===== config.mk =====
export PLATFORM = sky130hd
export DESIGN_NAME = decimal_comma_formatter_top
export DESIGN_NICKNAME = d
export VERILOG_FILES = /design/src/rtl/dcf_pkg.sv /design/src/rtl/dcf_front.sv /design/src/rtl/dcf_queue.sv /design/src/rtl/dcf_back.sv /design/src/rtl/decimal_comma_formatter_top.sv
export VERILOG_INCLUDE_DIRS = /design/src /design/src/rtl
export SDC_FILE = /design/constraint.sdc
export NUM_CORES = 1
export LEC_CHECK = 0
export ABC_AREA = 1
export BUFFER_PORTS_ARGS = -buffer_cell sky130_fd_sc_hd__clkbuf_2
export CAP_MARGIN = 10
export CORE_AREA = 2 2 162 164
export CTS_CLUSTER_DIAMETER = 50
export DETAILED_ROUTE_END_ITERATION = 10
export DIE_AREA = 0 0 164 166
export GPL_TIMING_DRIVEN = 0
export PLACE_DENSITY = 0.61
export SLEW_MARGIN = 20
export SYNTH_ARGS = -nofsm -noshare
export SYNTH_HDL_FRONTEND = slang
export SYNTH_HIERARCHICAL = 1
export SYNTH_SLANG_ARGS = --single-unit

===== constraint.sdc =====
create_clock -name clk -period 4.37 [get_ports clk]
set_input_delay 0.437 -clock clk [delete_from_list [all_inputs] [get_ports clk]]
set_output_delay 0.437 -clock clk [all_outputs]
set_load 0.01 [all_outputs]

===== src/rtl/decimal_comma_formatter_top_defines.svh =====
// Assertion macros shared by the formatter RTL.
// Each use sits on a line of its own inside a module that has clk and rst_n.
`ifndef DECIMAL_COMMA_FORMATTER_TOP_DEFINES_SVH
`define DECIMAL_COMMA_FORMATTER_TOP_DEFINES_SVH

`ifndef SYNTHESIS

// Property must hold at every clock edge outside reset.
`define DCF_ASSERT(lbl, prop, msg) \
  lbl: assert property (@(posedge clk) disable iff (!rst_n) (prop)) else $error(msg);

// Condition must never be true at a clock edge outside reset.
`define DCF_NEVER(lbl, cond, msg) \
  lbl: assert property (@(posedge clk) disable iff (!rst_n) !(cond)) else $error(msg);

`else

`define DCF_ASSERT(lbl, prop, msg)
`define DCF_NEVER(lbl, cond, msg)

`endif

`endif


===== src/rtl/dcf_pkg.sv =====
package dcf_pkg;

  // Decimal digits of a 32-bit unsigned value
  localparam int NumDigits = 10;
  localparam int DigitW    = 4;
  localparam int ValueW    = 32;
  localparam int StepW     = $clog2(ValueW);
  localparam int LenW      = 4;
  localparam int CharW     = 8;
  localparam int BufW      = 8;

  // Reset value of the buffer size register
  localparam logic [BufW-1:0] BufSizeReset = 8'd14;

  // ASCII codes
  localparam logic [CharW-1:0] AsciiZero  = 8'h30;
  localparam logic [CharW-1:0] AsciiComma = 8'h2C;

  // Queue between converter and emitter (depth a power of two)
  localparam int QDepth = 2;
  localparam int QPtrW  = $clog2(QDepth);
  localparam int QCntW  = $clog2(QDepth + 1);

  typedef logic [NumDigits-1:0][DigitW-1:0] dcf_bcd_t;

  // One converted value waiting to be emitted
  typedef struct packed {
    dcf_bcd_t        digits;  // BCD, digit 0 least significant
    logic [LenW-1:0] ndig;    // significant digits, 1..10
    logic [LenW-1:0] len;     // text length including commas
    logic            ok;      // text fits the buffer
  } dcf_entry_t;

  // Text length for a digit count: digits plus one comma per full group of three digits below the most significant one
  function automatic logic [LenW-1:0] dcf_text_len(input logic [LenW-1:0] ndig);
    logic [LenW-1:0] len;
    case (ndig)
      4'd1:    len = 4'd1;
      4'd2:    len = 4'd2;
      4'd3:    len = 4'd3;
      4'd4:    len = 4'd5;
      4'd5:    len = 4'd6;
      4'd6:    len = 4'd7;
      4'd7:    len = 4'd9;
      4'd8:    len = 4'd10;
      4'd9:    len = 4'd11;
      4'd10:   len = 4'd13;
      default: len = 4'd1;
    endcase
    return len;
  endfunction

endpackage


===== src/rtl/dcf_front.sv =====
`include "decimal_comma_formatter_top_defines.svh"

module dcf_front import dcf_pkg::*; (
  input  logic             clk,
  input  logic             rst_n,
  input  logic             in_valid,
  output logic             in_stall,
  input  logic [ValueW-1:0] in_value,
  input  logic [BufW-1:0]  buf_size,
  output logic             q_push,
  output dcf_entry_t       q_wdata,
  input  logic             q_full
);

  typedef enum logic [1:0] {S_IDLE, S_CONV, S_PUSH} state_t;

  state_t            state_r;
  logic [ValueW-1:0] bin_r;
  dcf_bcd_t          bcd_r;
  dcf_bcd_t          bcd_adj;
  dcf_bcd_t          bcd_nxt;
  logic [NumDigits*DigitW-1:0] bcd_flat;
  logic [StepW-1:0]  cnt_r;
  logic [LenW-1:0]   ndig;
  logic [LenW-1:0]   len;
  logic              in_accept;

  assign in_stall  = (state_r != S_IDLE);
  assign in_accept = in_valid && !in_stall;

  // Double-dabble step: add 3 to digits of 5 or more, then shift in next bit
  always_comb begin
    for (int i = 0; i < NumDigits; i++) begin
      bcd_adj[i] = (bcd_r[i] >= 4'd5) ? bcd_r[i] + 4'd3 : bcd_r[i];
    end
    bcd_flat = bcd_adj;
    bcd_nxt  = {bcd_flat[NumDigits*DigitW-2:0], bin_r[ValueW-1]};
  end

  // Digit count from the highest nonzero digit; zero still has one digit
  always_comb begin
    ndig = 4'd1;
    for (int i = 1; i < NumDigits; i++) begin
      if (bcd_r[i] != '0) ndig = LenW'(i + 1);
    end
  end

  assign len = dcf_text_len(ndig);

  // Text plus terminator must fit: len <= buf_size - 1, len is at least 1
  assign q_wdata.digits = bcd_r;
  assign q_wdata.ndig   = ndig;
  assign q_wdata.len    = len;
  assign q_wdata.ok     = ({{(BufW-LenW){1'b0}}, len} < buf_size);
  assign q_push         = (state_r == S_PUSH) && !q_full;

  // Sequencer: load, 32 shift-add steps, hand over to the queue
  always_ff @(posedge clk) begin
    if (!rst_n) begin
      state_r <= S_IDLE;
      cnt_r   <= '0;
    end else begin
      case (state_r)
        S_IDLE: begin
          if (in_accept) begin
            bin_r   <= in_value;
            bcd_r   <= '0;
            cnt_r   <= '0;
            state_r <= S_CONV;
          end
        end
        S_CONV: begin
          bcd_r <= bcd_nxt;
          bin_r <= bin_r << 1;
          cnt_r <= cnt_r + 1'b1;
          if (cnt_r == StepW'(ValueW - 1)) state_r <= S_PUSH;
        end
        S_PUSH: begin
          if (!q_full) state_r <= S_IDLE;
        end
        default: state_r <= S_IDLE;
      endcase
    end
  end

  `DCF_ASSERT(a_accept_starts_conv, in_accept |=> (state_r == S_CONV) && (cnt_r == '0), "front: accepted transaction did not start conversion")
  `DCF_ASSERT(a_conv_length, (state_r == S_PUSH) && $past(state_r == S_CONV) |-> $past(cnt_r) == StepW'(ValueW - 1), "front: conversion ended early")

endmodule


===== src/rtl/dcf_queue.sv =====
`include "decimal_comma_formatter_top_defines.svh"

module dcf_queue import dcf_pkg::*; (
  input  logic       clk,
  input  logic       rst_n,
  input  logic       q_push,
  input  dcf_entry_t q_wdata,
  output logic       q_full,
  input  logic       q_pop,
  output dcf_entry_t q_rdata,
  output logic       q_valid
);

  dcf_entry_t       mem_r [QDepth];
  logic [QPtrW-1:0] wr_ptr_r;
  logic [QPtrW-1:0] rd_ptr_r;
  logic [QCntW-1:0] cnt_r;

  assign q_full  = (cnt_r == QCntW'(QDepth));
  assign q_valid = (cnt_r != '0);
  assign q_rdata = mem_r[rd_ptr_r];

  // Entry storage
  always_ff @(posedge clk) begin
    if (q_push) mem_r[wr_ptr_r] <= q_wdata;
  end

  // Pointers and fill count
  always_ff @(posedge clk) begin
    if (!rst_n) begin
      wr_ptr_r <= '0;
      rd_ptr_r <= '0;
      cnt_r    <= '0;
    end else begin
      if (q_push) wr_ptr_r <= wr_ptr_r + 1'b1;
      if (q_pop)  rd_ptr_r <= rd_ptr_r + 1'b1;
      case ({q_push, q_pop})
        2'b10:   cnt_r <= cnt_r + 1'b1;
        2'b01:   cnt_r <= cnt_r - 1'b1;
        default: cnt_r <= cnt_r;
      endcase
    end
  end

  `DCF_NEVER(a_no_overflow, q_push && q_full, "queue: push while full")
  `DCF_NEVER(a_no_underflow, q_pop && !q_valid, "queue: pop while empty")

endmodule


===== src/rtl/dcf_back.sv =====
`include "decimal_comma_formatter_top_defines.svh"

module dcf_back import dcf_pkg::*; (
  input  logic             clk,
  input  logic             rst_n,
  input  logic             q_valid,
  input  dcf_entry_t       q_rdata,
  output logic             q_pop,
  output logic             out_valid,
  input  logic             out_stall,
  output logic [CharW-1:0] out_char,
  output logic             out_char_valid,
  output logic             out_last,
  output logic [LenW-1:0]  out_total_length
);

  typedef enum logic {S_IDLE, S_EMIT} state_t;

  state_t           state_r;
  dcf_entry_t       ent_r;
  logic [LenW-1:0]  di_r;      // index of next digit to emit
  logic             comma_r;   // comma due before that digit
  logic             out_valid_r;
  logic [CharW-1:0] out_char_r;
  logic             out_char_valid_r;
  logic             out_last_r;
  logic [LenW-1:0]  out_total_length_r;

  logic [CharW-1:0] cur_char;
  logic             cur_cv;
  logic             cur_last;
  logic [LenW-1:0]  cur_len;
  logic             advance;

  assign q_pop   = (state_r == S_IDLE) && q_valid;
  assign advance = !out_valid_r || !out_stall;

  // Next character of the current transaction
  always_comb begin
    if (!ent_r.ok) begin
      cur_char = '0;
      cur_cv   = 1'b0;
      cur_last = 1'b1;
      cur_len  = '0;
    end else if (comma_r) begin
      cur_char = AsciiComma;
      cur_cv   = 1'b1;
      cur_last = 1'b0;
      cur_len  = ent_r.len;
    end else begin
      cur_char = AsciiZero | {{(CharW-DigitW){1'b0}}, ent_r.digits[di_r]};
      cur_cv   = 1'b1;
      cur_last = (di_r == '0);
      cur_len  = ent_r.len;
    end
  end

  // Emitter state and output register
  always_ff @(posedge clk) begin
    if (!rst_n) begin
      state_r     <= S_IDLE;
      out_valid_r <= 1'b0;
      comma_r     <= 1'b0;
    end else begin
      case (state_r)
        S_IDLE: begin
          // last character of the previous transaction leaves when taken
          if (!out_stall) out_valid_r <= 1'b0;
          if (q_valid) begin
            ent_r   <= q_rdata;
            di_r    <= q_rdata.ndig - 1'b1;
            comma_r <= 1'b0;
            state_r <= S_EMIT;
          end
        end
        S_EMIT: begin
          if (advance) begin
            out_valid_r        <= 1'b1;
            out_char_r         <= cur_char;
            out_char_valid_r   <= cur_cv;
            out_last_r         <= cur_last;
            out_total_length_r <= cur_len;
            if (cur_last) begin
              state_r <= S_IDLE;
            end else if (comma_r) begin
              comma_r <= 1'b0;
            end else begin
              di_r    <= di_r - 1'b1;
              comma_r <= (di_r == 4'd3) || (di_r == 4'd6) || (di_r == 4'd9);
            end
          end
        end
        default: state_r <= S_IDLE;
      endcase
    end
  end

  assign out_valid        = out_valid_r;
  assign out_char         = out_char_r;
  assign out_char_valid   = out_char_valid_r;
  assign out_last         = out_last_r;
  assign out_total_length = out_total_length_r;

  `DCF_ASSERT(a_fail_is_single, out_valid_r && !out_char_valid_r |-> out_last_r && (out_total_length_r == '0), "back: failed transaction result malformed")
  `DCF_NEVER(a_comma_not_at_end, (state_r == S_EMIT) && comma_r && (di_r == '0), "back: comma pending after last digit")

endmodule


===== src/rtl/decimal_comma_formatter_top.sv =====
// Decimal comma formatter: each accepted 32-bit value comes out as its
// decimal ASCII text, most significant character first, one character per
// output transaction, with a comma between groups of three digits (zero gives
// "0"). Every character carries the total text length, and the final one is
// marked last. If buffer_size is below 2, or the text does not fit in
// buffer_size - 1 bytes, a single transaction with char_valid low, last high,
// char 0 and length 0 is sent instead. A converter takes one value at a time
// (one load, 32 shift-add steps, one hand-off) and, unless the output stalls,
// is the limit on sustained input rate; a two-entry queue lets it work on the
// next value while the emitter sends up to 13 characters at one per cycle
// while out_stall is low. buffer_size resets to 14 and should be written only
// while the block is idle; cfg_ready is always high.
module decimal_comma_formatter_top import dcf_pkg::*; (
  input  logic              clk,
  input  logic              rst_n,
  input  logic              cfg_valid,
  output logic              cfg_ready,
  input  logic [BufW-1:0]   cfg_buffer_size,
  input  logic              in_valid,
  output logic              in_stall,
  input  logic [ValueW-1:0] in_value,
  output logic              out_valid,
  input  logic              out_stall,
  output logic [CharW-1:0]  out_char,
  output logic              out_char_valid,
  output logic              out_last,
  output logic [LenW-1:0]   out_total_length
);

  logic [BufW-1:0] buf_size_r;
  logic            q_push;
  logic            q_full;
  logic            q_pop;
  logic            q_valid;
  dcf_entry_t      q_wdata;
  dcf_entry_t      q_rdata;

  // Configuration register
  assign cfg_ready = 1'b1;

  always_ff @(posedge clk) begin
    if (!rst_n) begin
      buf_size_r <= BufSizeReset;
    end else if (cfg_valid && cfg_ready) begin
      buf_size_r <= cfg_buffer_size;
    end
  end

  dcf_front u_front (
    .clk      (clk),
    .rst_n    (rst_n),
    .in_valid (in_valid),
    .in_stall (in_stall),
    .in_value (in_value),
    .buf_size (buf_size_r),
    .q_push   (q_push),
    .q_wdata  (q_wdata),
    .q_full   (q_full)
  );

  dcf_queue u_queue (
    .clk     (clk),
    .rst_n   (rst_n),
    .q_push  (q_push),
    .q_wdata (q_wdata),
    .q_full  (q_full),
    .q_pop   (q_pop),
    .q_rdata (q_rdata),
    .q_valid (q_valid)
  );

  dcf_back u_back (
    .clk              (clk),
    .rst_n            (rst_n),
    .q_valid          (q_valid),
    .q_rdata          (q_rdata),
    .q_pop            (q_pop),
    .out_valid        (out_valid),
    .out_stall        (out_stall),
    .out_char         (out_char),
    .out_char_valid   (out_char_valid),
    .out_last         (out_last),
    .out_total_length (out_total_length)
  );

endmodule


==> results of run 1 <==
-- synth_stat cells, drive strengths merged --
master / number
o21a: 2
conb: 2
edfxtp: 231
a221oi: 2
a31oi: 1
nor3: 10
mux2: 49
clkbuf: 7
a211oi: 4
ha: 36
xor2: 8
nor4: 1
clkinv: 1
dfxtp: 23
nand3: 22
a21oi: 39
buf: 21
nand4: 4
o21ai: 44
inv: 108
o22ai: 3
nor2: 84
nand2: 283
-- flip-flops by register name, indices dropped and copies added (netlist names), named ones only --
register and cells:
u_queue/cnt_r 2, u_back/di_r 4, u_back/out_valid 1, u_front/state_r 2
u_front/cnt_r 5, u_back/state_r 1, u_front/q_wdata 40, u_back/out_char_valid 1
u_queue/mem_r 98, u_back/out_char 6, u_queue/wr_ptr_r 1, u_queue/rd_ptr_r 1
u_back/out_last 1, buf_size_r 8, u_back/comma_r 1, u_back/ent_r 45
u_front/bin_r 32, u_back/out_total_length 4
-- worst max-delay path by stage --
| stage | to | slack [ns] | cells past startpoint |
|---|---|---|---|
| after floorplan | u_front/bin_r[0] | 0.11 | 5 |
| after global placement | u_front/q_wdata[18] | -1.97 | 3 |
| after detailed placement | u_queue/mem_r[1][0] | 0.70 | 19 |
| after CTS | u_queue/mem_r[0][0] | 0.68 | 19 |
| after global routing | u_queue/mem_r[0][0] | 0.34 | 19 |
| final | u_queue/mem_r[1][0] | 0.75 | 19 |
-- metal layers --
layer  up-vias  track usage (%)  routed length, microns
met3        28             2.60                     864
met4         0             3.78                     425
met2       131             27.5                   10200
li1       3526                -                       -
met5         -                0                       0
met1      3251             21.9                    9600
-- worst max-delay path: cells and delay by family (launching register included) --
family	cells	cell delay (ns)
compound gates	3	1.04
buf+inv	3	0.27
simple gates	10	0.80
fa+ha+maj	3	0.76
flops	1	0.49
-- kinds of logic (layout without fill, tap and decap cells) --
logic type | after synthesis | count (layout) | synth area share [%]
other cells | 2 | 3 | 0.0663
fa+ha+maj | 36 | 36 | 3.98
compound gates | 95 | 95 | 4.48
flops | 254 | 254 | 65.3
simple gates | 404 | 404 | 15.1
mux | 49 | 49 | 5.21
buf+inv | 137 | 259 | 5.18
xor+xnor | 8 | 8 | 0.619
-- cell type report --
class / count / area [sq um]
fillers: 2212 / 12400
flip-flops and latches: 254 / 7400
multi-input cells: 595 / 3360
clock buffers: 37 / 798
repair buffers: 66 / 473
well taps: 335 / 419
inverters: 109 / 412
clock inverters: 19 / 215
plain buffers: 28 / 178
-- power groups by stage --
| stage | clock [W] | combinational, W | sequential, W |
|---|---|---|---|
| 2_1_floorplan | 0 | 0.000852 | 0.00318 |
| 3_3_place_gp | 0 | 0.00117 | 0.00322 |
| 3_5_place_dp | 0 | 0.00126 | 0.00320 |
| 4_1_cts | 0.00255 | 0.00126 | 0.00315 |
| 5_1_grt | 0.00266 | 0.00141 | 0.00318 |
| 6_report | 0.00248 | 0.00124 | 0.00315 |
-- through the flow --
stage | power (W) | TNS [ns]
finish | 0.00688 | 0
global route | 0.00725 | 0
CTS | 0.00697 | 0
detailed placement | 0.00446 | 0
global placement | 0.00439 | -160.83
floorplan | 0.00403 | 0
==> impl_results.md, run 1 <==
- First drt pass iteration count: 5
- Top cell type's share of synthesized area: about three fifths
- PortBufs: a little under 60
- Sw Share: 27.1%
- Post-route DRC: 0
- Vias in the first global route: 6,852
- Critical Path, Cell by Cell: inv_1, ha_1, nand2_1, nor2_1, nor3_1, nor2_1, nor2_1, nor2_1, o21ai_1, a21oi_1, inv_1, ha_1, a221oi_1, ha_1, inv_1, nand2_1, nand2_1, nand2_1, nand2_1
- Core Region: around 26,000 sq um
- Count of final hold-check violations: 0
- Placement Setup Slack: between 0.6 and 0.7 ns
- H-tree Lvls: 1
- Hold Slack: about 0.11 ns
- Drt total wl: ~21,000 microns
- Commonest non-fill, non-tap cell in the layout: nand2_1
- Yosys top cell by area: edfxtp_1
- Clock transition at path regs: 0.06 ns
- Avg Cell Area, Syn: 11.5 sq um
- Top cells by area, synth: edfxtp_1, nand2_1, dfxtp_1, ha_1, mux2_2
- Initial antenna violation count: 0
- Final WS setup: approximately 0.75 ns
- Final min period: 3.62 ns
- Antenna Nets Post-Route: 0
- Mapped Area: between 10,000 and 15,000 sq um
- Max Fclk: around 0.28 GHz
- Static Leakage: between 5 and 6 nW
- Vias per Instance: 4.81
- Hold Crit Start: cfg_buffer_size[2]
- Peak supply drop: slightly above 300 uV
- DR WL/cell: 14.6 microns
- Initial Utilization: approximately 44%
- Area Growth Syn to Fin: 17.1%
- Pwr/cell area: 519 nW/um^2
- Syn. warnings: 6
- R2r startpoint: u_front/q_wdata[13]
- Hold Path Depth: 3
- Critical path required time: 4.64 ns
- CP max stage delay: 0.56 ns
- Non-filler instance count after layout: 1,443
- Worst slew pin tran: roughly 0.92 ns
- Total CTS buffers: 30
- Die Footprint: 27,200 sq um
- I/O Pins: 62
- Fin util: approximately half
- Most frequent cells in the layout: nand2_1, edfxtp_1, inv_1
- Launch point of the worst path: u_front/q_wdata[13]
- Clock network fraction of total power: between 30% and 40%
- CP arrival: 3.90 ns
- Worst min path class: in2reg
- Most used cell, CP: nand2_1
- # placed instances: ~1.4k
- Slowest stage cell on the critical path: a221oi_1
- Post-cts sizing count: 0
- Maxcap violations: 0
- N_diodes: 0
- R2R cell count: 19
- Hold EP: buf_size_r[2]
- Share of layout cells above drive strength 1: about 20%
- R2r setup slk: 0.75 ns
- Switch Pwr: approximately 0.0019 W
- Post-Route Skew: around 0.016 ns
- Relative slew margins: 38.4%
- Largest net degree at the start of global routing: 50
- Cell Rows: 59
- Critical Path Fanout Max: 7
- Fin. max-slew vios: 0
- Reg-to-reg endpoint: u_queue/mem_r[1][0]
- WS Path Type: reg2reg
- RSZ-0062 raised after global routing: no
- Setup Buffers After CTS: 0
- Post-route cell area: roughly 13,000 sq um
- Run status: completed
- Total track usage: 16.2%
- Mapped Cells: 985
- Gpl congestion: around 0.76
- Synth unique cells: 37
- # nets final: approximately 1.2k
- Seq/Total Area, Yosys: between 60% and 70%
- Vias: 6,936
- Setup violators final: 0
- DPL Wire Length: 14,300 microns
- Die Span X: between 150 and 200 microns
- Worst-skew pair later-pin latency: around 0.54 ns
- Clk buf depth: 3
- Combinational power share: between 10% and 20%
- DRT iter0 DRCs: 476
- Post-CTS Hold Fix Bufs: 0
- GRT Residual Overflow: 0
- Period Utilization, post-route: between 80% and 90%
- Crit start category: flop
- First-pass GRT wire length: roughly 35,000 microns
- Die Ht: 166 microns
- CTS tree: built
- Clk root buf: clkbuf_16
- Endpoint class of the critical path: flop
- Area after DPL: 12,200 sq um
- Yosys reg bits: around 250
- Internal Pwr Total: 0.00501 W
- Clock sinks: about 250
- Seq pwr share: a little under half
(Power assumes the default switching activity.)
==> inputs of run 2 (changes only) <==
==> constraint.sdc (replaced) <==
create_clock -name clk -period 3 [get_ports clk]
set_input_delay 0.3 -clock clk [delete_from_list [all_inputs] [get_ports clk]]
set_output_delay 0.3 -clock clk [all_outputs]
set_load 0.01 [all_outputs]
==> impl_results.md, run 2 (synthesis gave the netlist of run 1 again) <==
- Run status: completed (unchanged)
- Antenna Nets Post-Route: 0 (unchanged)
- Critical Path Fanout Max: 6 (was 7)
- Clock sinks: 254 (unchanged)
- Area after DPL: 12,300 sq um (was 12,200 sq um)
- Largest register FFs: 98 (unchanged)
- Period Utilization, post-route: 94.2% (was 82.9%)
- CP arrival: 3.10 ns (was 3.90 ns)
- Vias per Instance: 4.84 (was 4.81)
- Worst min path class: in2reg (unchanged)
- Worst slew pin tran: 0.916 ns (was 0.920 ns)
- Core Region: 25,600 sq um (unchanged)
- WS Path Type: reg2reg (unchanged)
- Most frequent cells in the layout: nand2_1, edfxtp_1, inv_1 (unchanged)
- Initial Utilization: 44.2% (unchanged)
- Maxcap violations: 0 (unchanged)
- DPL Wire Length: 14,300 microns (about the same)
- Clk buf depth: 3 (unchanged)
- Die Footprint: 27,200 sq um (unchanged)
- Non-filler instance count after layout: 1,456 (was 1,443)
- Total track usage: 16.2% (about the same)
- Drt total wl: 21,600 microns (was 21,100 microns)
- Die Span X: 164 microns (unchanged)
- Peak supply drop: 404 uV (was 312 uV)
- Post-route DRC: 0 (unchanged)
- Count of final hold-check violations: 0 (unchanged)
- H-tree Lvls: 1 (unchanged)
- # nets final: 1,178 (was 1,165)
- Worst-skew pair later-pin latency: 0.54 ns (about the same)
- Post-route cell area: 13,500 sq um (was 13,300 sq um)
- Largest net degree at the start of global routing: 50 (unchanged)
- Crit start category: flop (unchanged)
- Commonest non-fill, non-tap cell in the layout: nand2_1 (unchanged)
- Biggest register: u_queue/mem_r (unchanged)
- Relative slew margins: 38.7% (was 38.4%)
- Setup TNS: 0 ns (unchanged)
- CP max stage delay: 0.45 ns (was 0.56 ns)
- Max Fclk: 0.354 GHz (was 0.276 GHz)
- Pwr/cell area: 750 nW/um^2 (was 519 nW/um^2)
- Cell Rows: 59 (unchanged)
- Fin. max-slew vios: 0 (unchanged)
- Post-Route Skew: 0.0134 ns (was 0.0164 ns)
- Slowest stage cell on the critical path: edfxtp_1 (was a221oi_1)
- Endpoint class of the critical path: flop (unchanged)
- First drt pass iteration count: 5 (unchanged)
- Initial antenna violation count: 0 (unchanged)
- Most used cell, CP: nand2_1 (unchanged)
- Total CTS buffers: 30 (unchanged)
- Fin util: 52.6% (was 51.7%)
- Clock transition at path regs: 0.06 ns (about the same)
- GRT Residual Overflow: 0 (unchanged)
- Setup violators final: 0 (unchanged)
- Share of layout cells above drive strength 1: 22.3% (was 20.1%)
- DRT iter0 DRCs: 597 (was 476)
- Static Leakage: 5.59 nW (was 5.50 nW)
- Critical Path, Cell by Cell: inv_1, ha_1, nand3_4, nor2_8, nand2_1, nand2_1, nand2_1, nand2_2, ha_4, a221oi_4, ha_1, nand2_1, nand2_1, nand2_1, nand2_1, nand2_1 (was inv_1, ha_1, nand2_1, nor2_1, nor3_1, nor2_1, nor2_1, nor2_1, o21ai_1, a21oi_1, inv_1, ha_1, a221oi_1, ha_1, inv_1, nand2_1, nand2_1, nand2_1, nand2_1)
- CTS tree: built (unchanged)
- First-pass GRT wire length: 35,000 microns (was 34,800 microns)
- Vias: 7,045 (was 6,936)
- I/O Pins: 62 (unchanged)
- PortBufs: 58 (unchanged)
- Clk root buf: clkbuf_16 (unchanged)
- Gpl congestion: 0.740 (was 0.758)
- Vias in the first global route: 6,874 (was 6,852)
- # placed instances: 1,387 (unchanged)
- Final min period: 2.83 ns (was 3.62 ns)
- Area Growth Syn to Fin: 19.1% (was 17.1%)
- N_diodes: 0 (unchanged)
- Die Ht: 166 microns (unchanged)
- DR WL/cell: 14.8 microns (was 14.6 microns)
- Critical path required time: 3.27 ns (was 4.64 ns)
[run 2: changes by cell type in the layout (fill, tap and decap cells not counted), sizes merged]
| cell | before | now |
|---|---|---|
| clkinvlp | 5 | 4 |
| dlygate4sd3 | 0 | 3 |
| clkinv | 11 | 14 |
| clkbuf | 102 | 98 |
| buf | 29 | 39 |
| inv | 108 | 110 |
[run 2: per-layer routing]
metal  GRT usage (%)  up-vias  part of all wire (%)
met5               0        -                     0
met4            4.96        0                   2.1
met3            2.50       34                   4.0
met2            26.5      148                    47
met1            22.5     3319                    47
li1                -     3544                     -
[run 2: critical path, delay by kind of cell, from the launching register on]
kind / cells / cell delay, ns
and+or+nand+nor: 11 / 1.05
adders and majority gates: 3 / 0.67
DFF: 1 / 0.45
AOI/OAI and AO/OA: 1 / 0.27
buffers and inverters: 1 / 0.11
[run 2: path summary, 6_finish.rpt]
check,start,to,slack (ns),depth (start not counted)
worst min-delay path,in_value[12],u_front/bin_r[12],0.02,3
worst max register to register,u_front/q_wdata[25],u_queue/mem_r[0][0],0.17,16
worst min register to register,buf_size_r[1],buf_size_r[1],0.46,2
worst max-delay path,u_front/q_wdata[25],u_queue/mem_r[0][0],0.17,16
[run 2: stage by stage]
stage,power [W],setup slack (ns),hold WS (ns)
after floorplan,0.00587,0.0722,0.418
after global routing,0.0106,-0.00627,0.00694
after global placement,0.00639,-1.30,0.448
final,0.0101,0.174,0.0225
after CTS,0.0102,0.0237,0.00171
after detailed placement,0.00650,-0.723,0.444
[run 2: timing repair]
item | 4_1_cts | 5_1_grt
pin swaps | 2 | 8
buffers inserted | 6 | 4
endpoints found under the hold margin | 3 | 0
gates resized for setup | 6 | 12
setup endpoints to repair | 4 | 2
hold buffers | 3 | 0
cloned | 0 | 0
[run 2: layout make-up]
class,instances,area [sq um]
fillers,2243,12100
flip-flops and latches,254,7400
multi-input cells,595,3440
clock buffers,33,783
repair buffers,79,612
well taps,335,419
inverters,109,412
clock inverters,23,239
plain buffers,28,178
[run 2: power breakdown]
group | leakage [nW] | internal (W) | switching, W
Combinational | 2.78 | 0.000707 | 0.00116
Clock | 0.493 | 0.00223 | 0.00143
Sequential | 2.32 | 0.00439 | 0.000192
Total | 5.59 | 0.00733 | 0.00278
